## config.mk

```make
export PLATFORM = sky130hd
export DESIGN_NAME = rle_region_blit_sequencer
export DESIGN_NICKNAME = d
export VERILOG_FILES = /design/src/sv/rrbs_pkg.sv /design/src/sv/rle_region_blit_sequencer.sv
export VERILOG_INCLUDE_DIRS = /design/src /design/src/sv
export SDC_FILE = /design/constraint.sdc
export NUM_CORES = 1
export LEC_CHECK = 0
export BUFFER_PORTS_ARGS = -buffer_cell sky130_fd_sc_hd__buf_2
export CORE_ASPECT_RATIO = 1.2
export CORE_MARGIN = 2
export CORE_UTILIZATION = 37
export DETAILED_ROUTE_END_ITERATION = 12
export GPL_TIMING_DRIVEN = 0
export PLACE_DENSITY_LB_ADDON = 0.12
export SYNTH_ARGS = -nofsm -noshare
export SYNTH_HDL_FRONTEND = slang
export SYNTH_SLANG_ARGS = --single-unit
```

## constraint.sdc

```tcl
create_clock -name i_clk -period 6.7 [get_ports i_clk]
set_input_delay 1.34 -clock i_clk [delete_from_list [all_inputs] [get_ports i_clk]]
set_output_delay 1.34 -clock i_clk [all_outputs]
set_load 0.05 [all_outputs]
```

## src/sv/assert_macros.svh

```systemverilog
`ifndef ASSERT_MACROS_SVH
`define ASSERT_MACROS_SVH

// Check that prop holds at every clock edge outside reset.
`define ASSERT_ALWAYS(lbl, clk, rst_n, prop, msg) \
    lbl: assert property (@(posedge clk) disable iff (!rst_n) (prop)) else $error(msg);

// Check that cons holds in the same cycle as ante.
`define ASSERT_IMPLIES(lbl, clk, rst_n, ante, cons, msg) \
    lbl: assert property (@(posedge clk) disable iff (!rst_n) (ante) |-> (cons)) \
        else $error(msg);

`endif

```

## src/sv/rrbs_pkg.sv

```systemverilog
`timescale 1ns / 1ps

package rrbs_pkg;

    // Configuration register indexes
    localparam logic [2:0] REG_FIRST_PAGE      = 3'd0;
    localparam logic [2:0] REG_PAGE_COUNT      = 3'd1;
    localparam logic [2:0] REG_START_COLUMN    = 3'd2;
    localparam logic [2:0] REG_COLUMNS_PER_ROW = 3'd3;
    localparam logic [2:0] REG_FLIP_COLUMNS    = 3'd4;

    localparam int CFG_INDEX_W = 3;
    localparam int CFG_DATA_W  = 8;

    // Reset values of the registers
    localparam logic [2:0] FIRST_PAGE_RST      = 3'd0;
    localparam logic [3:0] PAGE_COUNT_RST      = 4'd8;
    localparam logic [6:0] START_COLUMN_RST    = 7'd0;
    localparam logic [7:0] COLUMNS_PER_ROW_RST = 8'd64;
    localparam logic       FLIP_COLUMNS_RST    = 1'b1;

    // Stream codes
    localparam logic       OP_START     = 1'b0;
    localparam logic       OP_BYTE      = 1'b1;
    localparam logic [7:0] MARK_ZERO    = 8'h00;
    localparam logic [7:0] MARK_ONES    = 8'hFF;
    localparam logic [3:0] LAST_PAGE    = 4'd15;
    localparam logic [7:0] FLIP_OFFSET  = 8'd4;

    localparam int OUT_TDATA_W = 32;

    typedef struct packed {
        logic       region_done;
        logic [8:0] byte_count;
        logic [7:0] fill_byte;
        logic [7:0] column_address;
        logic [2:0] page;
        logic       set_address;
    } t_result;

endpackage

```

## src/sv/rle_region_blit_sequencer.sv

```systemverilog
`timescale 1ns / 1ps
`include "assert_macros.svh"

// Channel   | Dir | Handshake          | Payload
// ----------+-----+--------------------+---------------------------------------------
// s_*       | in  | s_tvalid/s_tready  | s_tuser: operation, s_tdata: data_byte
// m_*       | out | m_tvalid/m_tready  | m_tdata: result fields, m_tlast: last
// i_cfg_*   | in  | i_cfg_we           | i_cfg_index, i_cfg_data (no read-back)
//
// Steps: an item is taken in S_IDLE (a start item then goes to S_START), then
// S_ROOM and S_SEG run for every row the item's columns touch, plus S_ADDR for
// a trailing row address. All row math runs through one shared 10-bit
// subtractor stepped by the sequencer.
// Reset: i_rst_n is synchronous, active low; all but the payload registers
// return to their defaults, the region goes idle. No clearing pass.
// Stalls: a result holds in the output register until transferred; the
// sequencer waits on a full output register, and s_tready is low while busy.

module rle_region_blit_sequencer (
    input  logic        i_clk,
    input  logic        i_rst_n,
    // input stream
    input  logic        s_tvalid,
    output logic        s_tready,
    input  logic [7:0]  s_tdata,   // [7:0] data_byte
    input  logic        s_tuser,   // [0] operation
    // result stream
    output logic        m_tvalid,
    input  logic        m_tready,
    output logic [rrbs_pkg::OUT_TDATA_W-1:0] m_tdata,
    // [0] set_address, [3:1] page, [11:4] column_address, [19:12] fill_byte,
    // [28:20] byte_count, [29] region_done, [31:30] zero
    output logic        m_tlast,
    // configuration writes
    input  logic                               i_cfg_we,
    input  logic [rrbs_pkg::CFG_INDEX_W-1:0]   i_cfg_index,
    input  logic [rrbs_pkg::CFG_DATA_W-1:0]    i_cfg_data
);

    localparam logic [2:0] S_IDLE  = 3'd0;
    localparam logic [2:0] S_START = 3'd1;
    localparam logic [2:0] S_ROOM  = 3'd2;
    localparam logic [2:0] S_SEG   = 3'd3;
    localparam logic [2:0] S_ADDR  = 3'd4;

    // configuration
    logic [2:0] r_first_page;
    logic [3:0] r_page_count;
    logic [6:0] r_start_column;
    logic [7:0] r_columns_per_row;
    logic       r_flip_columns;

    // sequencer state
    logic [2:0] r_state, n_state;
    logic [3:0] r_page, n_page;
    logic [7:0] r_col_idx, n_col_idx;
    logic       r_await, n_await;
    logic [7:0] r_run_value, n_run_value;
    logic       r_active, n_active;
    logic [7:0] r_remain, n_remain;     // columns still to place for this item
    logic [7:0] r_value, n_value;       // fill value for this item
    logic       r_emitted, n_emitted;   // a result already went out for this item
    logic [8:0] r_room, n_room;         // free columns left in the row

    // output register
    logic       r_out_valid, n_out_valid;
    rrbs_pkg::t_result r_out, n_out;
    logic       r_out_last, n_out_last;

    logic       out_free;
    logic       in_xfer;
    logic [8:0] limit;
    logic [9:0] sub_a, sub_b, sub_y;
    logic       borrow;
    logic [4:0] end_sum;
    logic [4:0] end_page;
    logic       on_last_page;
    logic [7:0] col_addr;
    logic [7:0] take;
    logic       row_full;

    assign s_tready = (r_state == S_IDLE);
    assign in_xfer  = s_tvalid && s_tready;
    assign out_free = !r_out_valid || m_tready;

    assign m_tvalid = r_out_valid;
    assign m_tdata  = {{(rrbs_pkg::OUT_TDATA_W - $bits(rrbs_pkg::t_result)){1'b0}}, r_out};
    assign m_tlast  = r_out_last;

    // 0 columns per row stands for a full 256-column row
    assign limit = {(r_columns_per_row == 8'd0), r_columns_per_row};

    // Shared subtractor: row room in S_ROOM, remaining minus room in S_SEG
    always_comb begin
        sub_a = {1'b0, limit};
        sub_b = {2'b00, r_col_idx};
        if (r_state == S_SEG) begin
            sub_a = {2'b00, r_remain};
            sub_b = {1'b0, r_room};
        end
    end
    assign sub_y  = sub_a - sub_b;
    assign borrow = sub_y[9];

    // Region end page saturates at 15
    assign end_sum      = {2'b00, r_first_page} + {1'b0, r_page_count};
    assign end_page     = (end_sum > {1'b0, rrbs_pkg::LAST_PAGE}) ? {1'b0, rrbs_pkg::LAST_PAGE}
                                                                  : end_sum;
    assign on_last_page = ({1'b0, r_page} + 5'd1) >= end_page;

    assign col_addr = {1'b0, r_start_column}
                    + (r_flip_columns ? rrbs_pkg::FLIP_OFFSET : 8'd0);

    // In S_SEG: the row fills unless fewer columns remain than the room
    assign row_full = !borrow;
    assign take     = row_full ? r_room[7:0] : r_remain;

    always_ff @(posedge i_clk) begin
        if (!i_rst_n) begin
            r_first_page      <= rrbs_pkg::FIRST_PAGE_RST;
            r_page_count      <= rrbs_pkg::PAGE_COUNT_RST;
            r_start_column    <= rrbs_pkg::START_COLUMN_RST;
            r_columns_per_row <= rrbs_pkg::COLUMNS_PER_ROW_RST;
            r_flip_columns    <= rrbs_pkg::FLIP_COLUMNS_RST;
        end else if (i_cfg_we) begin
            case (i_cfg_index)
                rrbs_pkg::REG_FIRST_PAGE:      r_first_page      <= i_cfg_data[2:0];
                rrbs_pkg::REG_PAGE_COUNT:      r_page_count      <= i_cfg_data[3:0];
                rrbs_pkg::REG_START_COLUMN:    r_start_column    <= i_cfg_data[6:0];
                rrbs_pkg::REG_COLUMNS_PER_ROW: r_columns_per_row <= i_cfg_data;
                rrbs_pkg::REG_FLIP_COLUMNS:    r_flip_columns    <= i_cfg_data[0];
                default: ;
            endcase
        end
    end

    always_comb begin
        n_state     = r_state;
        n_page      = r_page;
        n_col_idx   = r_col_idx;
        n_await     = r_await;
        n_run_value = r_run_value;
        n_active    = r_active;
        n_remain    = r_remain;
        n_value     = r_value;
        n_emitted   = r_emitted;
        n_room      = r_room;
        n_out_valid = r_out_valid && !m_tready;
        n_out       = r_out;
        n_out_last  = r_out_last;

        case (r_state)
            S_IDLE: begin
                if (in_xfer) begin
                    if (s_tuser == rrbs_pkg::OP_START) begin
                        // restart: drop any region and pending marker
                        n_page      = {1'b0, r_first_page};
                        n_col_idx   = 8'd0;
                        n_await     = 1'b0;
                        n_run_value = 8'd0;
                        n_active    = (r_page_count != 4'd0);
                        n_state     = S_START;
                    end else if (r_active) begin
                        n_emitted = 1'b0;
                        if (r_await) begin
                            n_await  = 1'b0;
                            n_remain = s_tdata;
                            n_value  = r_run_value;
                            // a zero run count places nothing
                            if (s_tdata != 8'd0) begin
                                n_state = S_ROOM;
                            end
                        end else if (s_tdata == rrbs_pkg::MARK_ZERO ||
                                     s_tdata == rrbs_pkg::MARK_ONES) begin
                            n_await     = 1'b1;
                            n_run_value = s_tdata;
                        end else begin
                            n_remain = 8'd1;
                            n_value  = s_tdata;
                            n_state  = S_ROOM;
                        end
                    end
                end
            end
            S_START: begin
                if (out_free) begin
                    n_out_valid               = 1'b1;
                    n_out.set_address         = r_active;
                    n_out.page                = r_page[2:0];
                    n_out.column_address      = col_addr;
                    n_out.fill_byte           = 8'd0;
                    n_out.byte_count          = 9'd0;
                    n_out.region_done         = !r_active;
                    n_out_last                = 1'b1;
                    n_state                   = S_IDLE;
                end
            end
            S_ROOM: begin
                // a row shrunk below the index by a live write takes one column
                n_room  = (!borrow && sub_y[8:0] != 9'd0) ? sub_y[8:0] : 9'd1;
                n_state = S_SEG;
            end
            S_SEG: begin
                if (out_free) begin
                    n_out_valid          = 1'b1;
                    n_out.set_address    = r_emitted;
                    n_out.page           = r_page[2:0];
                    n_out.column_address = col_addr;
                    n_out.fill_byte      = r_value;
                    n_out.byte_count     = {take, 1'b0};
                    n_out.region_done    = row_full && on_last_page;
                    n_out_last           = !row_full || on_last_page;
                    n_emitted            = 1'b1;
                    if (!row_full) begin
                        n_col_idx = r_col_idx + take;
                        n_remain  = 8'd0;
                        n_state   = S_IDLE;
                    end else if (on_last_page) begin
                        // region ends; discard the rest of the run
                        n_col_idx = 8'd0;
                        n_active  = 1'b0;
                        n_remain  = 8'd0;
                        n_state   = S_IDLE;
                    end else begin
                        n_col_idx = 8'd0;
                        n_page    = r_page + 4'd1;
                        n_remain  = sub_y[7:0];
                        n_state   = (sub_y[7:0] == 8'd0) ? S_ADDR : S_ROOM;
                    end
                end
            end
            S_ADDR: begin
                // next row's address alone when the item has no columns left
                if (out_free) begin
                    n_out_valid          = 1'b1;
                    n_out.set_address    = 1'b1;
                    n_out.page           = r_page[2:0];
                    n_out.column_address = col_addr;
                    n_out.fill_byte      = 8'd0;
                    n_out.byte_count     = 9'd0;
                    n_out.region_done    = 1'b0;
                    n_out_last           = 1'b1;
                    n_state              = S_IDLE;
                end
            end
            default: begin
                n_state = S_IDLE;
            end
        endcase
    end

    always_ff @(posedge i_clk) begin
        if (!i_rst_n) begin
            r_state     <= S_IDLE;
            r_page      <= 4'd0;
            r_col_idx   <= 8'd0;
            r_await     <= 1'b0;
            r_run_value <= 8'd0;
            r_active    <= 1'b0;
            r_remain    <= 8'd0;
            r_emitted   <= 1'b0;
            r_out_valid <= 1'b0;
        end else begin
            r_state     <= n_state;
            r_page      <= n_page;
            r_col_idx   <= n_col_idx;
            r_await     <= n_await;
            r_run_value <= n_run_value;
            r_active    <= n_active;
            r_remain    <= n_remain;
            r_emitted   <= n_emitted;
            r_out_valid <= n_out_valid;
        end
    end

    // payload registers
    always_ff @(posedge i_clk) begin
        r_value    <= n_value;
        r_room     <= n_room;
        r_out      <= n_out;
        r_out_last <= n_out_last;
    end

    `ASSERT_IMPLIES(a_done_is_last, i_clk, i_rst_n, m_tvalid && r_out.region_done, m_tlast, "region end result not marked last")
    `ASSERT_IMPLIES(a_empty_has_meaning, i_clk, i_rst_n, m_tvalid && r_out.byte_count == 9'd0, r_out.set_address || r_out.region_done, "empty result carries neither address nor region end")
    `ASSERT_IMPLIES(a_work_nonzero, i_clk, i_rst_n, r_state == S_ROOM || r_state == S_SEG, r_remain != 8'd0 && r_active, "segment work with no columns or no region")
    `ASSERT_IMPLIES(a_room_nonzero, i_clk, i_rst_n, r_state == S_SEG, r_room != 9'd0, "row room is zero in segment step")

endmodule
```

### Word-level counts from Yosys, hierarchy flattened

Index checks and enable logic that the tools add are counted.
W data, S select, Z words.

| storage, ports and cells | value |
|---|---|
| register bits after elaboration | 106 |
| bits of input ports | 25 |

| operators by class | value |
|---|---|
| equal/unequal tests | 28 |
| multiplexer cells | 66 |
| reduce and logical (&&, ||, !) cells | 40 |
| add/sub/neg operators | 6 |
| order comparisons | 2 |

Operator list:

| operator | number |
|---|---|
| $mux W8 | 19 |
| $mux W30 | 3 |
| $pmux W30 S3 | 1 |
| $mux W3 | 12 |
| $pmux W8 S2 | 2 |
| $logic_not A8 Y1 | 3 |
| $reduce_and A6 Y1 | 4 |
| $mux W4 | 5 |
| $mux W9 | 2 |
| $ne A2 B2 Y1 const B | 9 |
| $mux W1 | 16 |
| $reduce_and A5 Y1 | 3 |
| $eq A3 B2 Y1 const B | 4 |
| $ne A2 B1 Y1 const B | 6 |
| $pmux W3 S4 | 1 |
| $reduce_and A2 Y1 | 5 |
| $sub A10 B10 Y10 | 1 |
| $reduce_bool A9 Y1 | 1 |
| $add A7 B3 Y8 | 1 |
| $add A8 B8 Y8 | 1 |
| $eq A8 B8 Y1 const B | 1 |
| $pmux W4 S2 | 1 |
| $reduce_and A4 Y1 | 2 |
| $reduce_bool A8 Y1 | 1 |
| other kinds (23) | 38 |

### Logic depth before layout (Yosys ltp)

| depth | value |
|---|---|
| word-level depth | 9 |
| gate-level depth with buffers | 25 |
| depth with buffers taken out | 20 |

### Worst setup path before layout

No wires, ideal clock.

| timing path | value |
|---|---|
| kind | reg-to-reg |
| start | reg r_state[0] |
| end | reg r_col_idx[7] |
| setup slack | 1,885 ps |
| clock period less this slack | 4,815 ps |
| library setup time | 79 ps |
| cell stages (with the launch flop) | 25 |
| required time | 6,621 ps |
| buffers on the path | 5 |
| arrival time | 4,736 ps |
| cells stage by stage | dfxtp_1 buf_2 nor2b_1 and2_1 clkbuf_1 buf_2 buf_2 nand2_1 nand2_1 ha_1 and2_4 a221oi_4 a21oi_2 nor2_4 buf_4 mux2i_1 inv_1 ha_1 a21o_1 a211oi_1 o21bai_1 a21o_1 a21o_1 a2111o_1 o211ai_1 |

| on the way | value |
|---|---|
| word-level cells in the longest chain between the ends | 8 |
| elaborated cells on any way between the ends | 16 |
| classes of those cells | add/sub: 2; eq/ne: 4; mux: 6; reduce/logical: 4 |

Ends and longest elaborated chain:

| element | RTL line | source |
|---|---|---|
| start, declared | rle_region_blit_sequencer.sv:54 | `logic [2:0] r_state, n_state;` |
| start signal, assigned | rle_region_blit_sequencer.sv:264 | `r_state <= n_state;` |
| $eq A3 B2 Y1 | rle_region_blit_sequencer.sv:97, rle_region_blit_sequencer.sv:152 |  |
| $mux W9 | rle_region_blit_sequencer.sv:97 | `if (r_state == S_SEG) begin` |
| $sub A10 B10 Y10 | rle_region_blit_sequencer.sv:102 | `assign sub_y = sub_a - sub_b;` |
| $mux W8 | rle_region_blit_sequencer.sv:116 | `assign take = row_full ? r_room[7:0] : r_remain;` |
| $add A8 B8 Y8 | rle_region_blit_sequencer.sv:215 | `n_col_idx = r_col_idx + take;` |
| $mux W8 | rle_region_blit_sequencer.sv:214 | `if (!row_full) begin` |
| $mux W8 | rle_region_blit_sequencer.sv:204 | `if (out_free) begin` |
| $pmux W8 S2 | rle_region_blit_sequencer.sv:152 | `case (r_state)` |
| end signal, assigned | rle_region_blit_sequencer.sv:266 | `r_col_idx <= n_col_idx;` |
| end, declared | rle_region_blit_sequencer.sv:56 | `logic [7:0] r_col_idx, n_col_idx;` |

Parallel ways exist; a longest one is shown, timed or not. The select of a mux whose other input is x is not followed.
A chain may end at the register's enable or synchronous reset.

### Final worst setup path

Ends and elaborated chain as after synthesis.

==> reports/qor.json <==
{
  "post_cts_setup_repair_bufs": {"value": 0},
  "min_period": {"value": 5.78, "unit": "ns"},
  "synth_ff_type": {"value": "sky130_fd_sc_hd__dfxtp_1"},
  "first_pass_iters": {"value": 5},
  "final.period_utilization": {"value": 86.3, "unit": "%"},
  "power-per-cell-area": {"value": 271, "unit": "nW/um^2"},
  "antenna_found_initial": {"value": 0},
  "clk-insertion-delay-late": {"value": 0.36, "unit": "ns"},
  "number_of_placed_instances_with_taps_included": {"value": 821},
  "final_cell_mix": {"value": "sky130_fd_sc_hd__nand2_1 (75), sky130_fd_sc_hd__buf_2 (62), sky130_fd_sc_hd__dfxtp_1 (58)"},
  "die_x": {"value": 116, "unit": "um"},
  "number_of_enable_flip_flop_cells_after_synthesis": {"value": 47},
  "number_of_design_rule_violations_left_after_detail_routing": {"value": 0},
  "grt.met1_usage": {"value": 22.6, "unit": "%"},
  "dieArea": {"value": 16000, "unit": "um^2"},
  "grt_pass1_vias": {"value": 4277},
  "grt_remaining_overflow": {"value": 0},
  "post_cts_resize_count": {"value": 0},
  "tritoncts_buffers": {"value": 9},
  "synth_area_per_cell": {"value": 9.91, "unit": "um^2"},
  "overall_global_routing_usage": {"value": 18.2, "unit": "%"},
  "finalHoldViolations": {"value": 0},
  "unrepaired_setup_endpoints_after_global_routing": {"value": "false"},
  "fillers": {"value": 1479},
  "nNetsFinal": {"value": 682},
  "cts.reportedPaths.clkPinSlew": {"value": 0.08, "unit": "ns"},
  "floorplan.core_area": {"value": 14800, "unit": "um^2"},
  "route.antenna.remaining_nets": {"value": 0},
  "layout-area-overhead-vs-synth": {"value": 15.2, "unit": "%"},
  "ctsLongestPathBuffers": {"value": 2},
  "design.portCount": {"value": 60},
  "clock-skew-final": {"value": 0.00954, "unit": "ns"},
  "worst_setup_path_start_kind": {"value": "flip-flop"},
  "flops_latches_synth": {"value": 105},
  "worst-slew-pin-transition": {"value": 1.06, "unit": "ns"},
  "power.leakage": {"value": 2.52, "unit": "nW"},
  "hpwl": {"value": 10500, "unit": "um"},
  "cts_max_level": {"value": 3},
  "cts_num_sinks": {"value": 105},
  "layoutNonFillerInstCount": {"value": 837},
  "hp-class": {"value": "reg2reg"},
  "pin_count_of_the_biggest_net_entering_global_routing": {"value": 30},
  "required_arrival_time_at_the_worst_endpoint": {"value": 6.98, "unit": "ns"},
  "final_common_cell": {"value": "sky130_fd_sc_hd__nand2_1"},
  "post_drt_wl_per_cell": {"value": 16.6, "unit": "um"},
  "syn_inst": {"value": 559},
  "cts_tree": {"value": "built"},
  "report.final.setup_viol": {"value": 0},
  "place.gp.congestion": {"value": 0.863},
  "worst_ep_arrival_time": {"value": 6.06, "unit": "ns"},
  "placedInstanceArea": {"value": 6090, "unit": "um^2"},
  "postSynth.asyncResetShare": {"value": 0, "unit": "%"},
  "std_cell_rows": {"value": 49},
  "synth_cell_type_count": {"value": 66},
  "initial_utilization": {"value": 37.3, "unit": "%"},
  "timing.max_slew.rel_slack": {"value": 29.0, "unit": "%"},
  "number_of_drc_markers_after_the_initial_detailed_route_iteration": {"value": 189},
  "ctsRootBufferMaster": {"value": "sky130_fd_sc_hd__clkbuf_16"},
  "clock.fmax": {"value": 173, "unit": "MHz"},
  "ir_drop": {"value": 0.000139, "unit": "V"},
  "hold_buffers": {"value": 0},
  "outcome": {"value": "complete, no violations"},
  "grt_most_used_layer": {"value": "met2"},
  "post-route-cell-area": {"value": 6380, "unit": "um^2"},
  "die_height": {"value": 138, "unit": "um"},
  "drt-vias-per-instance": {"value": 5.17},
  "post_synth_main_area_contributors": {"value": "sky130_fd_sc_hd__edfxtp_1 (25%), sky130_fd_sc_hd__dfxtp_1 (21%), sky130_fd_sc_hd__ha_1 (5.9%), sky130_fd_sc_hd__nand2_1 (5.1%), sky130_fd_sc_hd__mux2i_1 (4.2%)"},
  "cap_violations": {"value": 0},
  "grt_first_pass_wirelength": {"value": 22500, "unit": "um"},
  "proportion_of_layout_cells_with_a_drive_suffix_above_1": {"value": 17.4, "unit": "%"},
  "drt_wl_total": {"value": 13900, "unit": "um"},
  "critical_path.max_fanout": {"value": 10},
  "setup_tns": {"value": 0, "unit": "ns"},
  "yosys.area.top_type_share": {"value": 25.5, "unit": "%"},
  "critPathCaptureType": {"value": "flip-flop"},
  "vias": {"value": 4325},
  "worst-setup-path-type": {"value": "reg2reg"},
  "synth_warnings": {"value": 0},
  "timing.final.max_slew_violations": {"value": 0},
  "groute.layer.met3.usage": {"value": 3.20, "unit": "%"},
  "total_standard_cell_area_after_synthesis": {"value": 5540, "unit": "um^2"},
  "cell_type_with_the_highest_aggregate_area_in_the_netlist": {"value": "sky130_fd_sc_hd__edfxtp_1"},
  "port_buffers": {"value": 56},
  "antenna_cells": {"value": 0},
  "seq_area_frac_synth": {"value": 46.4, "unit": "%"},
  "gr-usage-met2": {"value": 30.7, "unit": "%"}
}
## per-stage QoR
step | worst slack, ns | hold WS [ns] | total power (W) | util [%]
3_5_place_dp | 1.02 | 0.419 | 0.00122 | 41.1
2_1_floorplan | 1.89 | 0.408 | 0.00110 | -
3_3_place_gp | 1.10 | 0.413 | 0.00122 | 41.0
4_1_cts | 0.963 | 0.441 | 0.00175 | 43.0
6_report | 0.919 | 0.437 | 0.00173 | 43.0
5_1_grt | 0.579 | 0.464 | 0.00182 | 43.0
## final timing paths
kind | start | endpoint | slack, ns | cells after the start
worst min register to register | r_start_column[1] | m_tdata[5] | 0.44 | 0
worst max-delay path | r_state[0] | r_col_idx[7] | 0.92 | 24
worst max register to register | r_state[0] | r_col_idx[7] | 0.92 | 24
worst min-delay path | r_start_column[1] | m_tdata[5] | 0.44 | 0
## registers in the layout, indices dropped and copies added, names as in the netlist
name / flops
r_remain: 8
r_state: 3
r_page_count: 4
r_first_page: 3
r_room: 9
m_tdata: 29
r_col_idx: 8
r_run_value: 8
m_tlast: 1
r_page: 4
r_flip_columns: 1
r_value: 8
r_emitted: 1
r_columns_per_row: 8
r_await: 1
r_active: 1
r_start_column: 7
m_tvalid: 1
## cells in the mapped netlist (2+ instances only)
library cell / n
sky130_fd_sc_hd__nand3_1: 15
sky130_fd_sc_hd__buf_2: 6
sky130_fd_sc_hd__a21oi_2: 3
sky130_fd_sc_hd__nand2b_1: 6
sky130_fd_sc_hd__a21o_1: 12
sky130_fd_sc_hd__o21a_1: 4
sky130_fd_sc_hd__mux2i_1: 23
sky130_fd_sc_hd__o211ai_2: 2
sky130_fd_sc_hd__inv_1: 8
sky130_fd_sc_hd__nand4_1: 2
sky130_fd_sc_hd__a31oi_1: 5
sky130_fd_sc_hd__xnor2_1: 8
sky130_fd_sc_hd__clkbuf_1: 18
sky130_fd_sc_hd__a21oi_1: 38
sky130_fd_sc_hd__dfxtp_1: 58
sky130_fd_sc_hd__buf_1: 2
sky130_fd_sc_hd__o22ai_1: 4
sky130_fd_sc_hd__or3_1: 2
sky130_fd_sc_hd__nor2b_1: 16
sky130_fd_sc_hd__nor4_1: 5
sky130_fd_sc_hd__and3_1: 11
sky130_fd_sc_hd__o21ai_1: 6
sky130_fd_sc_hd__ha_1: 26
sky130_fd_sc_hd__a211oi_1: 10
sky130_fd_sc_hd__fa_1: 3
sky130_fd_sc_hd__o21bai_1: 2
sky130_fd_sc_hd__nand2_1: 75
sky130_fd_sc_hd__and2_1: 11
sky130_fd_sc_hd__o21ai_2: 2
sky130_fd_sc_hd__edfxtp_1: 47
sky130_fd_sc_hd__o211a_1: 2
sky130_fd_sc_hd__nor3b_1: 2
sky130_fd_sc_hd__a22oi_1: 9
sky130_fd_sc_hd__xor2_1: 10
sky130_fd_sc_hd__buf_4: 4
sky130_fd_sc_hd__mux2_1: 5
sky130_fd_sc_hd__nor3_1: 7
sky130_fd_sc_hd__o21ai_0: 12
sky130_fd_sc_hd__mux2_2: 8
sky130_fd_sc_hd__nor2_1: 44
## metal layers
metal	share of wire (%)	wire length (um)	vias up
li1	-	-	2152
met4	2.8	393	0
met5	0	0	-
met3	4.0	560	23
met2	49	6760	95
met1	44	6170	2055
## area by class of cell
class	instances	area, um^2	share of cell area (%)
timing repair buffer	56	280	4.39
multi-input combinational	418	2820	44.2
clock inverter	7	63.8	1.00
clock buffer	9	225	3.53
tap	204	255	4.00
sequential	105	2570	40.3
inverter	8	30.0	0.470
buffer	30	135	2.12
## kinds of logic (layout without fill, tap and decap cells)
group | Yosys count | after routing | share of synthesized area (%)
other cells | 1 | 3 | 0.0677
buf+inv | 38 | 110 | 2.98
simple gates | 206 | 206 | 17.9
compound gates | 126 | 126 | 16.0
mux | 36 | 36 | 6.80
fa+ha+maj | 29 | 29 | 6.96
xor+xnor | 18 | 18 | 2.85
flops | 105 | 105 | 46.4
## critical path: stages (launching register included)
cell	delay [ns]
sky130_fd_sc_hd__dfxtp_1	0.37
sky130_fd_sc_hd__buf_2	0.23
sky130_fd_sc_hd__nor2b_1	0.19
sky130_fd_sc_hd__and2_1	0.14
sky130_fd_sc_hd__clkbuf_1	0.28
sky130_fd_sc_hd__buf_2	0.35
sky130_fd_sc_hd__buf_2	0.28
sky130_fd_sc_hd__nand2_1	0.08
sky130_fd_sc_hd__nand2_1	0.07
sky130_fd_sc_hd__ha_1	0.30
sky130_fd_sc_hd__and2_4	0.19
sky130_fd_sc_hd__a221oi_4	0.30
sky130_fd_sc_hd__a21oi_2	0.17
sky130_fd_sc_hd__nor2_4	0.19
sky130_fd_sc_hd__buf_4	0.23
sky130_fd_sc_hd__mux2i_1	0.37
sky130_fd_sc_hd__inv_1	0.08
sky130_fd_sc_hd__ha_1	0.27
sky130_fd_sc_hd__a21o_1	0.20
sky130_fd_sc_hd__a211oi_1	0.28
sky130_fd_sc_hd__o21bai_1	0.16
sky130_fd_sc_hd__a21o_1	0.21
sky130_fd_sc_hd__a21o_1	0.24
sky130_fd_sc_hd__a2111o_1	0.41
sky130_fd_sc_hd__o211ai_1	0.09
## where the power goes
group          total, W  switching, W  leakage (nW)  internal, W
sequential     0.000762     0.0000296         0.912     0.000732
combinational  0.000446      0.000305          1.47     0.000141
clock          0.000522      0.000262         0.140     0.000260
total           0.00173      0.000597          2.52      0.00113
(Power assumes the default switching activity.)
